[config.mk]
export PLATFORM = sky130hd
export DESIGN_NAME = gcv_ctrl
export DESIGN_NICKNAME = d
export VERILOG_FILES = /design/src/rtl/gcv_pkg.sv /design/src/rtl/gcv_ctrl.sv
export SDC_FILE = /design/constraint.sdc
export NUM_CORES = 1
export LEC_CHECK = 0
export ABC_CLOCK_PERIOD_IN_PS = 1550
export CAP_MARGIN = 20
export CORE_AREA = 2 2 39 41
export CTS_CLUSTER_SIZE = 16
export DETAILED_ROUTE_END_ITERATION = 10
export DIE_AREA = 0 0 41 43
export DONT_BUFFER_PORTS = 1
export SLEW_MARGIN = 20
export SYNTH_ARGS = -nofsm -noshare
export SYNTH_HDL_FRONTEND = slang
export SYNTH_SLANG_ARGS = --single-unit
[constraint.sdc]
create_clock -name clk -period 1.55 [get_ports clk]
set_input_delay 0.155 -clock clk [delete_from_list [all_inputs] [get_ports clk]]
set_output_delay 0.155 -clock clk [all_outputs]
set_load 0.03 [all_outputs]
[src/rtl/gcv_pkg.sv]
// Shared types, constants and codes for the 3x3 grayscale convolution block.
`default_nettype none

package gcv_pkg;

    localparam int MAX_WIDTH_DEF = 1024;
    localparam int KERNEL_TAPS   = 9;
    localparam int MIN_DIM       = 3;
    localparam int MAX_HEIGHT    = 4095;

    // Position compares run at this width; covers the largest MAX_WIDTH.
    localparam int POS_W     = 13;
    localparam int ROW_W     = 12;
    localparam int OUT_COL_W = 10;
    localparam int PIX_W     = 8;
    localparam int TAP_W     = 8;
    localparam int SCALE_W   = 16;
    localparam int ACC_W     = 20;
    localparam int PROD_W    = 37;
    localparam int FRAC_W    = 12;
    localparam int CFG_IDX_W = 3;
    localparam int CFG_DAT_W = 64;

    localparam logic [63:0] TAPS_RST     = 64'h0000_0001_0000_0000;
    localparam logic [7:0]  TAP_LAST_RST = 8'd0;
    localparam logic [15:0] SCALE_RST    = 16'd4096;
    localparam logic [1:0]  CENTER_RST   = 2'd1;
    localparam logic [10:0] WIDTH_RST    = 11'd640;
    localparam logic [11:0] HEIGHT_RST   = 12'd480;
    localparam logic [7:0]  PIX_MAX      = 8'd255;

    typedef enum logic [CFG_IDX_W-1:0] {
        CFG_TAPS       = 3'd0,
        CFG_TAP_LAST   = 3'd1,
        CFG_SCALE      = 3'd2,
        CFG_CENTER_ROW = 3'd3,
        CFG_CENTER_COL = 3'd4,
        CFG_WIDTH      = 3'd5,
        CFG_HEIGHT     = 3'd6
    } cfg_idx_t;

    typedef struct packed {
        logic [63:0] taps;
        logic [7:0]  tap_last;
        logic [15:0] scale;
        logic [1:0]  center_row;
        logic [1:0]  center_col;
        logic [10:0] image_width;
        logic [11:0] image_height;
    } cfg_t;

    typedef enum logic [2:0] {
        S_IDLE,
        S_SHIFT,
        S_MAC,
        S_SCALE,
        S_ROUND
    } state_t;

    typedef struct packed {
        logic accept;
        logic shift;
        logic mac_clear;
        logic mac_step;
        logic scale;
        logic load_out;
    } cmd_t;

    typedef struct packed {
        logic emit;
        logic mac_last;
        logic out_free;
    } status_t;

endpackage

`default_nettype wire

[src/rtl/gcv_ctrl.sv]
// Sequencing state machine for the convolution block.
`default_nettype none

module gcv_ctrl (
    input  wire logic             clk,
    input  wire logic             rst_n,
    input  wire logic             in_valid,
    output logic                  in_stall,
    input  gcv_pkg::status_t      status,
    output gcv_pkg::cmd_t         cmd
);

    gcv_pkg::state_t state_reg;
    gcv_pkg::state_t state_next;

    always_ff @(posedge clk or negedge rst_n)
    begin
        if (!rst_n)
        begin
            state_reg <= gcv_pkg::S_IDLE;
        end
        else
        begin
            state_reg <= state_next;
        end
    end

    always_comb
    begin
        state_next = state_reg;
        cmd        = '0;
        in_stall   = 1'b1;
        unique case (state_reg)
            gcv_pkg::S_IDLE:
            begin
                in_stall   = 1'b0;
                cmd.accept = in_valid;
                if (in_valid)
                begin
                    state_next = gcv_pkg::S_SHIFT;
                end
            end
            gcv_pkg::S_SHIFT:
            begin
                cmd.shift     = 1'b1;
                cmd.mac_clear = 1'b1;
                state_next    = status.emit ? gcv_pkg::S_MAC : gcv_pkg::S_IDLE;
            end
            gcv_pkg::S_MAC:
            begin
                cmd.mac_step = 1'b1;
                if (status.mac_last)
                begin
                    state_next = gcv_pkg::S_SCALE;
                end
            end
            gcv_pkg::S_SCALE:
            begin
                cmd.scale  = 1'b1;
                state_next = gcv_pkg::S_ROUND;
            end
            gcv_pkg::S_ROUND:
            begin
                // hold until the output register can take the result
                if (status.out_free)
                begin
                    cmd.load_out = 1'b1;
                    state_next   = gcv_pkg::S_IDLE;
                end
            end
            default:
            begin
                state_next = gcv_pkg::S_IDLE;
            end
        endcase
    end

endmodule

`default_nettype wire

==> Word level (Yosys, flattened, before mapping) <==
Cells that the tools add are included.
{ "totals": {"regBits": 3, "output_inout_bits": 7, "input_bits": 6, "elab_cells": 22} }
{ "classes": {"muxes": 12, "n_eq_ne": 7, "reduce_logical": 2} }
{ "ops": {"columns": ["operator", "count"], "rows": [
  ["$pmux 3 s5", 1],
  ["$mux 3", 3],
  ["$eq 3x2->1 const B", 2],
  ["$mux 1", 6],
  ["$ne 2x2->1 const B", 3],
  ["$mux 2", 2],
  ["$eq 3x1->1 const B", 1],
  ["$eq 3x3->1 const B", 1],
  ["$logic_not 3->1", 1],
  ["$reduce_and 3->1", 1]
]} }

==> Longest topological paths before layout <==
{ "logic_depth": {"depth_word": 3, "depth_mapped": 3, "mapped_depth_nobuf": 2} }

==> Least setup slack after synthesis <==
OpenSTA, ideal clock, no wires.
{ "synth_timing": {"kind": "register -> output", "from": "register state_reg[1]", "to": "output cmd[4] (netlist bit)", "stages_incl_launch_ff": 4, "slack_ps": -186, "t_required_ps": 1395, "n_path_buf": 2, "arrival_ps": 1581, "cell_sequence": "dfrtp_1 buf_6 nor3b_1 buf_4"} }
{ "synth_lines": {"columns": ["element", "line_no", "rtl"], "rows": [
  ["start, declared", "gcv_ctrl.sv:13", "gcv_pkg::state_t state_reg;"],
  ["start signal, assigned", "gcv_ctrl.sv:20", "state_reg <= gcv_pkg::S_IDLE;"],
  ["start signal, assigned", "gcv_ctrl.sv:24", "state_reg <= state_next;"],
  ["end, declared", "gcv_ctrl.sv:10", "output gcv_pkg::cmd_t cmd"]
]} }

==> results.cfg <==
[cells_and_area]
largest_reg_flops = 3
multi_input_area_sq_um = 110
final_nets = 33
fillers = 159
regArea_sq_um = 76.3
final_common_cell = buf_4
syn2layout_area_growth_pct = 34.8
drive_gt1_share_pct = 50.0
most-common-layout-cells = 4 x buf_4, 3 x clkbuf_4, 2 x nor3_1, 2 x or2_1, 2 x dfrtp_1
n_antenna_cell = 0

[sta]
fmax_mhz = 687
period_share_pct = 94.0
worst_pin_slew_ns = 0.273
rsz0062_at_grt = no
hold_viol_final = 0
tns_ns = 0
relSlewSlack_pct = 81.8
period_needed_ns = 1.46
setup_viol = 0
whs_ns = 0.133
slew_viol_final = 0
clock_skew_ns = 0.000502

[die]
core_area_sq_mm = 0.00138
rows = 14
design.die.area_sq_mm = 0.00176
io_pins = 13
fp.dieH_microns = 43
die-width_microns = 41
start_util_pct = 14.8

[logic_synthesis]
netlist_instances = 20
yosysSeqAreaShare_pct = 36.6
syn_nets = 26
synth_warnings = 0
ys_seq_elements = 3
syn-cell-area_sq_um = 205
avgSynthCellArea_sq_um = 10.3
synth_cell_types = 14

[grt]
grt_start_max_net_pins = 9
grt_pass1_wl_microns = 703
antenna_found_initial = 0
gr-usage-all-layers_pct = 7.35
met2_usage_pct = 6.25
grtUsageMet1_pct = 8.12
overflow = 0
met3_usage_pct = 3.66
grt_pass1_vias = 165
grt.busiest_layer = met4

[cts]
numCtsBuffers = 3
clk_latency_ns = 0.23
numClockSinks = 3
cts-root-buf = clkbuf_4
clock_path_buffers = 2
clk_pin_slew_ns = 0.04
cts_max_level = 1
cts_tree = done

[setup_path]
crit_family = simple AND/OR/NAND/NOR gates
setup.worst_path.start_class = flop
r2r_start = state_reg[2]
max_stage_delay_ns = 0.45
startpoint = state_reg[1]
end_kind = output port
path_buf_inv = 0
crit_type = reg2out
critPathMaxFanout = 8
crit_arrival_ns = 1.30
required_ns = 1.39
cp_cell_sequence = or3_4 > nor2_4
critPathSlowestCell = dfrtp_2

[outcome]
status = finished clean

[pwr]
vdd_ir_drop_max_mv = 0.568
combPwrFrac_pct = 54.2
p_leak_uw = 0.000123
intPower_uw = 360
p_sw_uw = 338
share_clk_of_total_power_pct = 20.4
p_seq_share_pct = 25.5
p_per_area_mw_per_mm2 = 2520
swShare_pct = 48.4
total_power_uw = 698

[min_path]
holdCritPathClass = in2reg
hold_start = in_valid

[placed_design]
place.gp.congestion = 0.708
numPortBuffers = 0

[detailed_routing]
drt-initial-drc-count = 1
finalWirelength_microns = 443
drc_errors = 0
avgViaCountPerCell = 3.71
firstDrtPassIters = 2
ant_nets = 0
num_vias = 156
wl_per_cell_microns = 10.5

[flow_run]
drv_cap = 0
## layer usage
layer,share of wire [%],vias to the layer above
met3,12,0
met2,45,9
met4,0,0
met1,43,68
li1,-,79
met5,0,-
## path summary, 6_finish.rpt
kind	to	slack, ns	cells after the start
worst min register to register	state_reg[0]	0.58	1
max in group asynchronous	state_reg[1]	1.22	1
worst max register to register	state_reg[2]	0.42	2
min in group asynchronous	state_reg[2]	0.17	1
worst min-delay path	state_reg[0]	0.13	2
worst max-delay path	cmd[5]	0.09	2
## synthesized netlist by cell type
library cell / n / share of area, %
dfrtp_1: 3 / 37
buf_4: 2 / 7.3
nor3_1: 2 / 4.9
nor3b_1: 2 / 7.3
or2_1: 2 / 6.1
and3b_2: 1 / 4.9
and4bb_2: 1 / 6.1
buf_6: 1 / 5.5
inv_1: 1 / 1.8
mux2i_1: 1 / 4.9
nand2_1: 1 / 1.8
nor2_2: 1 / 3.1
nor4b_1: 1 / 4.3
or3_4: 1 / 5.5
## per-stage QoR
stage	utilization (%)	cell area, sq um	cells	setup WS (ns)
global route	20.0	277	42	0.0299
CTS	19.9	275	42	0.0491
finish	20.0	277	42	0.0935
floorplan	-	210	20	0.0776
detailed placement	16.9	234	37	0.230
global placement	16.9	234	37	0.232
## cells by family (layout without fill, tap and decap cells)
kind of cell / count (synthesis) / after routing / synth area share [%]
buf+inv: 4 / 10 / 14.6
mux: 1 / 1 / 4.88
flops: 3 / 3 / 36.6
simple gates: 12 / 12 / 43.9
## area by class of cell
class	count	area share, %
Multi-Input combinational cell	13	39.8
Sequential cell	3	27.6
Timing Repair Buffer	5	14.5
Clock buffer	4	9.50
Tap cell	16	7.24
Inverter	1	1.36
## power groups by stage
| stage | clock [uW] | sequential [uW] | combinational [uW] |
|---|---|---|---|
| global route | 165 | 190 | 403 |
| floorplan | 0 | 146 | 352 |
| global placement | 0 | 177 | 367 |
| finish | 142 | 178 | 378 |
| detailed placement | 0 | 177 | 368 |
| CTS | 147 | 177 | 383 |
## timing repair
action                                 CTS  global route
endpoints found under the hold margin    3             0
gates resized for setup                  1             1
gates cloned                             0             0
pin swaps                                0             0
setup buffers                            0             0
hold buffers                             1             0
setup endpoints to repair                1             1
Note: power is estimated with default switching activity, not from simulation.
