===== src/rtl/gcv_pkg.sv =====
// Shared types, constants and codes for the 3x3 grayscale convolution block.
`default_nettype none

package gcv_pkg;

    localparam int MAX_WIDTH_DEF = 1024;
    localparam int KERNEL_TAPS   = 9;
    localparam int MIN_DIM       = 3;
    localparam int MAX_HEIGHT    = 4095;

    // Position compares run at this width; covers the largest MAX_WIDTH.
    localparam int POS_W     = 13;
    localparam int ROW_W     = 12;
    localparam int OUT_COL_W = 10;
    localparam int PIX_W     = 8;
    localparam int TAP_W     = 8;
    localparam int SCALE_W   = 16;
    localparam int ACC_W     = 20;
    localparam int PROD_W    = 37;
    localparam int FRAC_W    = 12;
    localparam int CFG_IDX_W = 3;
    localparam int CFG_DAT_W = 64;

    localparam logic [63:0] TAPS_RST     = 64'h0000_0001_0000_0000;
    localparam logic [7:0]  TAP_LAST_RST = 8'd0;
    localparam logic [15:0] SCALE_RST    = 16'd4096;
    localparam logic [1:0]  CENTER_RST   = 2'd1;
    localparam logic [10:0] WIDTH_RST    = 11'd640;
    localparam logic [11:0] HEIGHT_RST   = 12'd480;
    localparam logic [7:0]  PIX_MAX      = 8'd255;

    typedef enum logic [CFG_IDX_W-1:0] {
        CFG_TAPS       = 3'd0,
        CFG_TAP_LAST   = 3'd1,
        CFG_SCALE      = 3'd2,
        CFG_CENTER_ROW = 3'd3,
        CFG_CENTER_COL = 3'd4,
        CFG_WIDTH      = 3'd5,
        CFG_HEIGHT     = 3'd6
    } cfg_idx_t;

    typedef struct packed {
        logic [63:0] taps;
        logic [7:0]  tap_last;
        logic [15:0] scale;
        logic [1:0]  center_row;
        logic [1:0]  center_col;
        logic [10:0] image_width;
        logic [11:0] image_height;
    } cfg_t;

    typedef enum logic [2:0] {
        S_IDLE,
        S_SHIFT,
        S_MAC,
        S_SCALE,
        S_ROUND
    } state_t;

    typedef struct packed {
        logic accept;
        logic shift;
        logic mac_clear;
        logic mac_step;
        logic scale;
        logic load_out;
    } cmd_t;

    typedef struct packed {
        logic emit;
        logic mac_last;
        logic out_free;
    } status_t;

endpackage

`default_nettype wire


===== src/rtl/gcv_cfg.sv =====
// Configuration register file for the convolution block.
`default_nettype none

module gcv_cfg (
    input  wire logic                          clk,
    input  wire logic                          rst_n,
    input  wire logic                          cfg_valid,
    output logic                               cfg_ready,
    input  wire logic [gcv_pkg::CFG_IDX_W-1:0] cfg_index,
    input  wire logic [gcv_pkg::CFG_DAT_W-1:0] cfg_data,
    output gcv_pkg::cfg_t                      cfg
);

    gcv_pkg::cfg_t cfg_reg;
    gcv_pkg::cfg_t cfg_next;

    assign cfg_ready = 1'b1;
    assign cfg       = cfg_reg;

    always_comb
    begin
        cfg_next = cfg_reg;
        if (cfg_valid)
        begin
            unique case (gcv_pkg::cfg_idx_t'(cfg_index))
                gcv_pkg::CFG_TAPS:       cfg_next.taps         = cfg_data;
                gcv_pkg::CFG_TAP_LAST:   cfg_next.tap_last     = cfg_data[7:0];
                gcv_pkg::CFG_SCALE:      cfg_next.scale        = cfg_data[15:0];
                gcv_pkg::CFG_CENTER_ROW: cfg_next.center_row   = cfg_data[1:0];
                gcv_pkg::CFG_CENTER_COL: cfg_next.center_col   = cfg_data[1:0];
                gcv_pkg::CFG_WIDTH:      cfg_next.image_width  = cfg_data[10:0];
                gcv_pkg::CFG_HEIGHT:     cfg_next.image_height = cfg_data[11:0];
                default:                 cfg_next = cfg_reg;
            endcase
        end
    end

    always_ff @(posedge clk or negedge rst_n)
    begin
        if (!rst_n)
        begin
            cfg_reg.taps         <= gcv_pkg::TAPS_RST;
            cfg_reg.tap_last     <= gcv_pkg::TAP_LAST_RST;
            cfg_reg.scale        <= gcv_pkg::SCALE_RST;
            cfg_reg.center_row   <= gcv_pkg::CENTER_RST;
            cfg_reg.center_col   <= gcv_pkg::CENTER_RST;
            cfg_reg.image_width  <= gcv_pkg::WIDTH_RST;
            cfg_reg.image_height <= gcv_pkg::HEIGHT_RST;
        end
        else
        begin
            cfg_reg <= cfg_next;
        end
    end

endmodule

`default_nettype wire


===== config.mk =====
export PLATFORM = sky130hd
export DESIGN_NAME = gcv_cfg
export DESIGN_NICKNAME = d
export VERILOG_FILES = /design/src/rtl/gcv_pkg.sv /design/src/rtl/gcv_cfg.sv
export SDC_FILE = /design/constraint.sdc
export NUM_CORES = 1
export LEC_CHECK = 0
export ABC_AREA = 1
export BUFFER_PORTS_ARGS = -buffer_cell sky130_fd_sc_hd__buf_2
export CORE_MARGIN = 8
export CORE_UTILIZATION = 35
export DETAILED_ROUTE_END_ITERATION = 6
export PLACE_DENSITY = 0.64
export SYNTH_ARGS = -nofsm -noshare
export SYNTH_HDL_FRONTEND = slang
export SYNTH_SLANG_ARGS = --single-unit

===== constraint.sdc =====
create_clock -name clk -period 0.8 [get_ports clk]
set_clock_uncertainty 0.05 [all_clocks]
set_input_delay 0.16 -clock clk [delete_from_list [all_inputs] [get_ports clk]]
set_output_delay 0.16 -clock clk [all_outputs]
set_load 0.1 [all_outputs]

After elaboration in Yosys (flattened, before gate mapping)
Cells that the tools add are included.

word-level totals
  memories = 0
  output and inout bits = 116
  bits in read-only memories = 0
  flip-flop bits (word level) = 115
  bits in latches = 0
  word-level logic and storage cells = 21
  memory bits (writable) = 0

cells by class
  shift-type cells = 0
  order comparisons = 0
  bitwise logic cells = 0
  multiplexer cells = 0
  div/mod/pow operators = 0
  reduce and logical (&&, ||, !) cells = 8
  $mul = 0
  eq/ne operators = 6
  add/subtract/negate cells = 0

operator list
  kind                                           count
  AND reduction 2 bit                            7
  == test 3 bit, second input constant           3
  == test 3 x 2 -> 1 bit, second input constant  2
  == test 3 x 1 -> 1 bit, second input constant  1
  logical NOT 3 bit                              1

Longest topological paths before layout
  depth in word-level cells = 2
  gate-level depth with buffers = 6
  gate-level depth less buffers = 5

Worst setup path before layout
Ideal clock, no wire load.

  path kind = flip-flop to flip-flop
  start point = reg, netlist name cfg[0]
  end point = reg cfg_reg (netlist bit cfg[0])
  clock period less this slack = 1.206 ns
  data arrival time = 1.088 ns
  cell stages (with the launch flop) = 3
  setup slack = -0.406 ns
  cells stage by stage = dfrtp_1 nand2_1 nand2_1

RTL lines
  item                    line           text
  end signal: assignment  gcv_cfg.sv:52  cfg_reg <= cfg_next;
  end: declaration        gcv_cfg.sv:14  gcv_pkg::cfg_t cfg_reg;

Final worst setup path
  start point = reg cfg_reg (netlist bit cfg[8])
  end point = out cfg[8] (netlist bit)

RTL lines
  item              line           text
  end: declaration  gcv_cfg.sv:11  output gcv_pkg::cfg_t cfg

No word-level cell between the ends.

==> flow_summary.ini <==
[clocking]
clk_latency_ns = 0.41
clk_pin_slew_worst_paths_ns = 0.06
root_buffer = clkbuf_16
numCtsBuffers = 17
clk_path_buf_depth = 2
htreeDepth = 4
cts_tree = yes
cts.sinks = 115

[run_status]
violations = setup timing
status = finished with violations

[routing]
viasPerCell = 4.789
wl_per_cell_um = 18.20
drtPass1Iterations = 4
drt-total-wl_um = 17730
dr.first_iter.drc_count = 373
vias = 4664
remaining_drc_errors = 0
ant_nets = 0

[die]
die_x_um = 130.9
ioPinCount = 186
core.rowCount = 42
dieArea_sq_um = 17120
fp.dieH_um = 130.9
start_util = 0.3528
core_area_sq_um = 13090

[global_routing]
grt_max_degree = 56
overflow = 0
grtUsageTotal = 0.2056
grt_pass1_vias = 4950
antenna_found_initial = 0
grt_pass1_wl_um = 26650

[sta]
worst_slack_ns = -0.6245
setup_violations = 132
fmax_mhz = 702.0
rsz0062_at_grt = true
fin_crit_sh = 1.781
slew_violations = 0
hold_violations = 0
fin_crit_ns = 1.424

[min_path]
holdCritPathClass = input pin to flip-flop

[synthesis]
synthesis.area_sq_um = 4617
yosysTopAreaCellShare = 0.5691
syn_avg_cell_area_sq_um = 9.000
synth_cell_type_count = 16
syn_inst = 513
synth_nets = 583
synth_top_cell_by_area = dfrtp_1
yosysSeqAreaShare = 0.6260
yosys_register_bits = 115
yosys_warnings = 0
synth_top_cells_by_area = dfrtp_1, nand2_1, nand3_1

[power_and_ir_drop]
p_leak_uw = 0.004483
p_int_uw = 18400
p_per_area_nw_per_um2 = 3394
p_total_uw = 32450
switchingPower_uw = 14060
p_clk_frac = 0.249
power_frac_comb = 0.472
seq_power_share = 0.278
p_sw_frac = 0.4331
irDropWorstVdd_uv = 1951

[critical_path]
path_class = flip-flop to output pin
cp_max_fo = 2
path_buf_inv = 1
cp.required_ns = 0.59
worstPathArrival_ns = 1.21
cp_slowest_cell = dfstp_4
critical-path-top-delay-family = flip-flops
max_stage_delay_ns = 0.63
path_cells = buf_12
cp-start-kind = flip-flop
end_kind = output pin

[cells_and_area]
largest_reg_flops = 115
stdcell_area_sq_um = 9562
nets = 855
syn_to_final_growth_pct = 107.1
drive_gt1_frac = 0.5263
n_antenna_cell = 0

[run]
drv_cap = 0

[placed_design]
post-place-ws_ns = -0.4050
portBuffers = 184
dpl_cell_area_sq_um = 8024
hpwl_um = 11990
gp_congestion = 0.7933
-- synth_stat cells --
cell	count
inv_1	4
inv_2	1
buf_4	13
clkbuf_1	3
dfstp_2	10
nand3_1	92
nor2_4	2
nor2_1	2
nand2_4	1
nand2_2	2
dfrtp_1	105
buf_2	11
nand2_1	261
buf_6	3
conb_1	1
nor2_2	2
-- cells in the final DEF (no fill, tap or decap) --
master	n
clkinv_2	3
nand2_1	219
inv_2	2
dlymetal6s4s_1	2
buf_4	23
bufinv_16	3
nor2_4	4
clkbuf_8	7
clkbuf_16	18
inv_1	3
clkinvlp_4	2
nand3_1	91
dfrtp_4	105
nand2_2	39
dlygate4sd3_1	60
nor2_1	2
dfstp_4	10
buf_6	10
buf_12	122
nand3_2	1
nand2_4	6
buf_2	65
conb_1	1
-- per-stage QoR --
stage | util | TNS (ns) | hold WS, ns | std cells
after CTS | 0.7128 | -59.56 | 0.01068 | 968
after global routing | 0.7307 | -61.17 | 0.02468 | 974
final | 0.7307 | -57.82 | 0.02689 | 974
after detailed placement | 0.6132 | -46.42 | 0.1365 | 871
after global placement | 0.6132 | -43.71 | 0.1189 | 871
after floorplan | - | -15.83 | -0.1856 | 513
-- worst reg2reg max path: cells and delay by family, from the launching register on --
| kind | cells | cell delay, ns |
|---|---|---|
| flip-flops | 1 | 0.63 |
| buffers and inverters | 1 | 0.11 |
| AND/OR/NAND/NOR | 2 | 0.09 |
-- path summary, 6_finish.rpt --
check,depth (start not counted),slack (ns),endpoint,start
max in group asynchronous,3,0.09,cfg[6],rst_n
min in group asynchronous,3,0.26,cfg[24],rst_n
worst min-delay path,3,0.03,cfg[16],cfg_data[4]
worst min register to register,2,0.50,cfg[27],cfg[27]
worst max register to register,3,-0.12,cfg[21],cfg[21]
worst max-delay path,1,-0.62,cfg[8],cfg[8]
-- power groups by stage --
| stage | registers, uW | clock network, uW | logic [uW] |
|---|---|---|---|
| 2_1_floorplan | 16600 | 0 | 1040 |
| 3_3_place_gp | 9000 | 0 | 14700 |
| 3_5_place_dp | 9060 | 0 | 14800 |
| 4_1_cts | 8980 | 8200 | 15200 |
| 5_1_grt | 9170 | 8450 | 15800 |
| 6_report | 9030 | 8090 | 15300 |
-- metal layers --
metal  track usage  up-vias  routed length [um]
met4       0.07495        0                 295
met3       0.08239       21                1748
li1              -     2161                   -
met5             0        -                   0
met1        0.2305     2282                6663
met2        0.3465      200                9021
-- kinds of logic after synthesis --
family	synth area share
simple gates	0.3263
flops	0.6260
buf+inv	0.04688
other cells	0.0008122
-- timing repair --
| item | CTS | global route |
|---|---|---|
| setup endpoints to repair | 125 | 193 |
| endpoints found under the hold margin | 187 | 0 |
| gates resized for setup | 6 | 56 |
| pin swaps | 2 | 7 |
| buffers inserted | 3 | 9 |
| hold buffers | 62 | 0 |
| cloned | 0 | 1 |
-- area by class of cell --
type / instances / area, sq um
clock buffer: 24 / 521.8
clock inverter: 8 / 120.1
fill: 829 / 3523
inverter: 5 / 18.77
multi-input combinational: 363 / 1655
sequential: 115 / 3322
tap: 176 / 220.2
timing repair buffer: 283 / 3704
(Power assumes the default switching activity.)
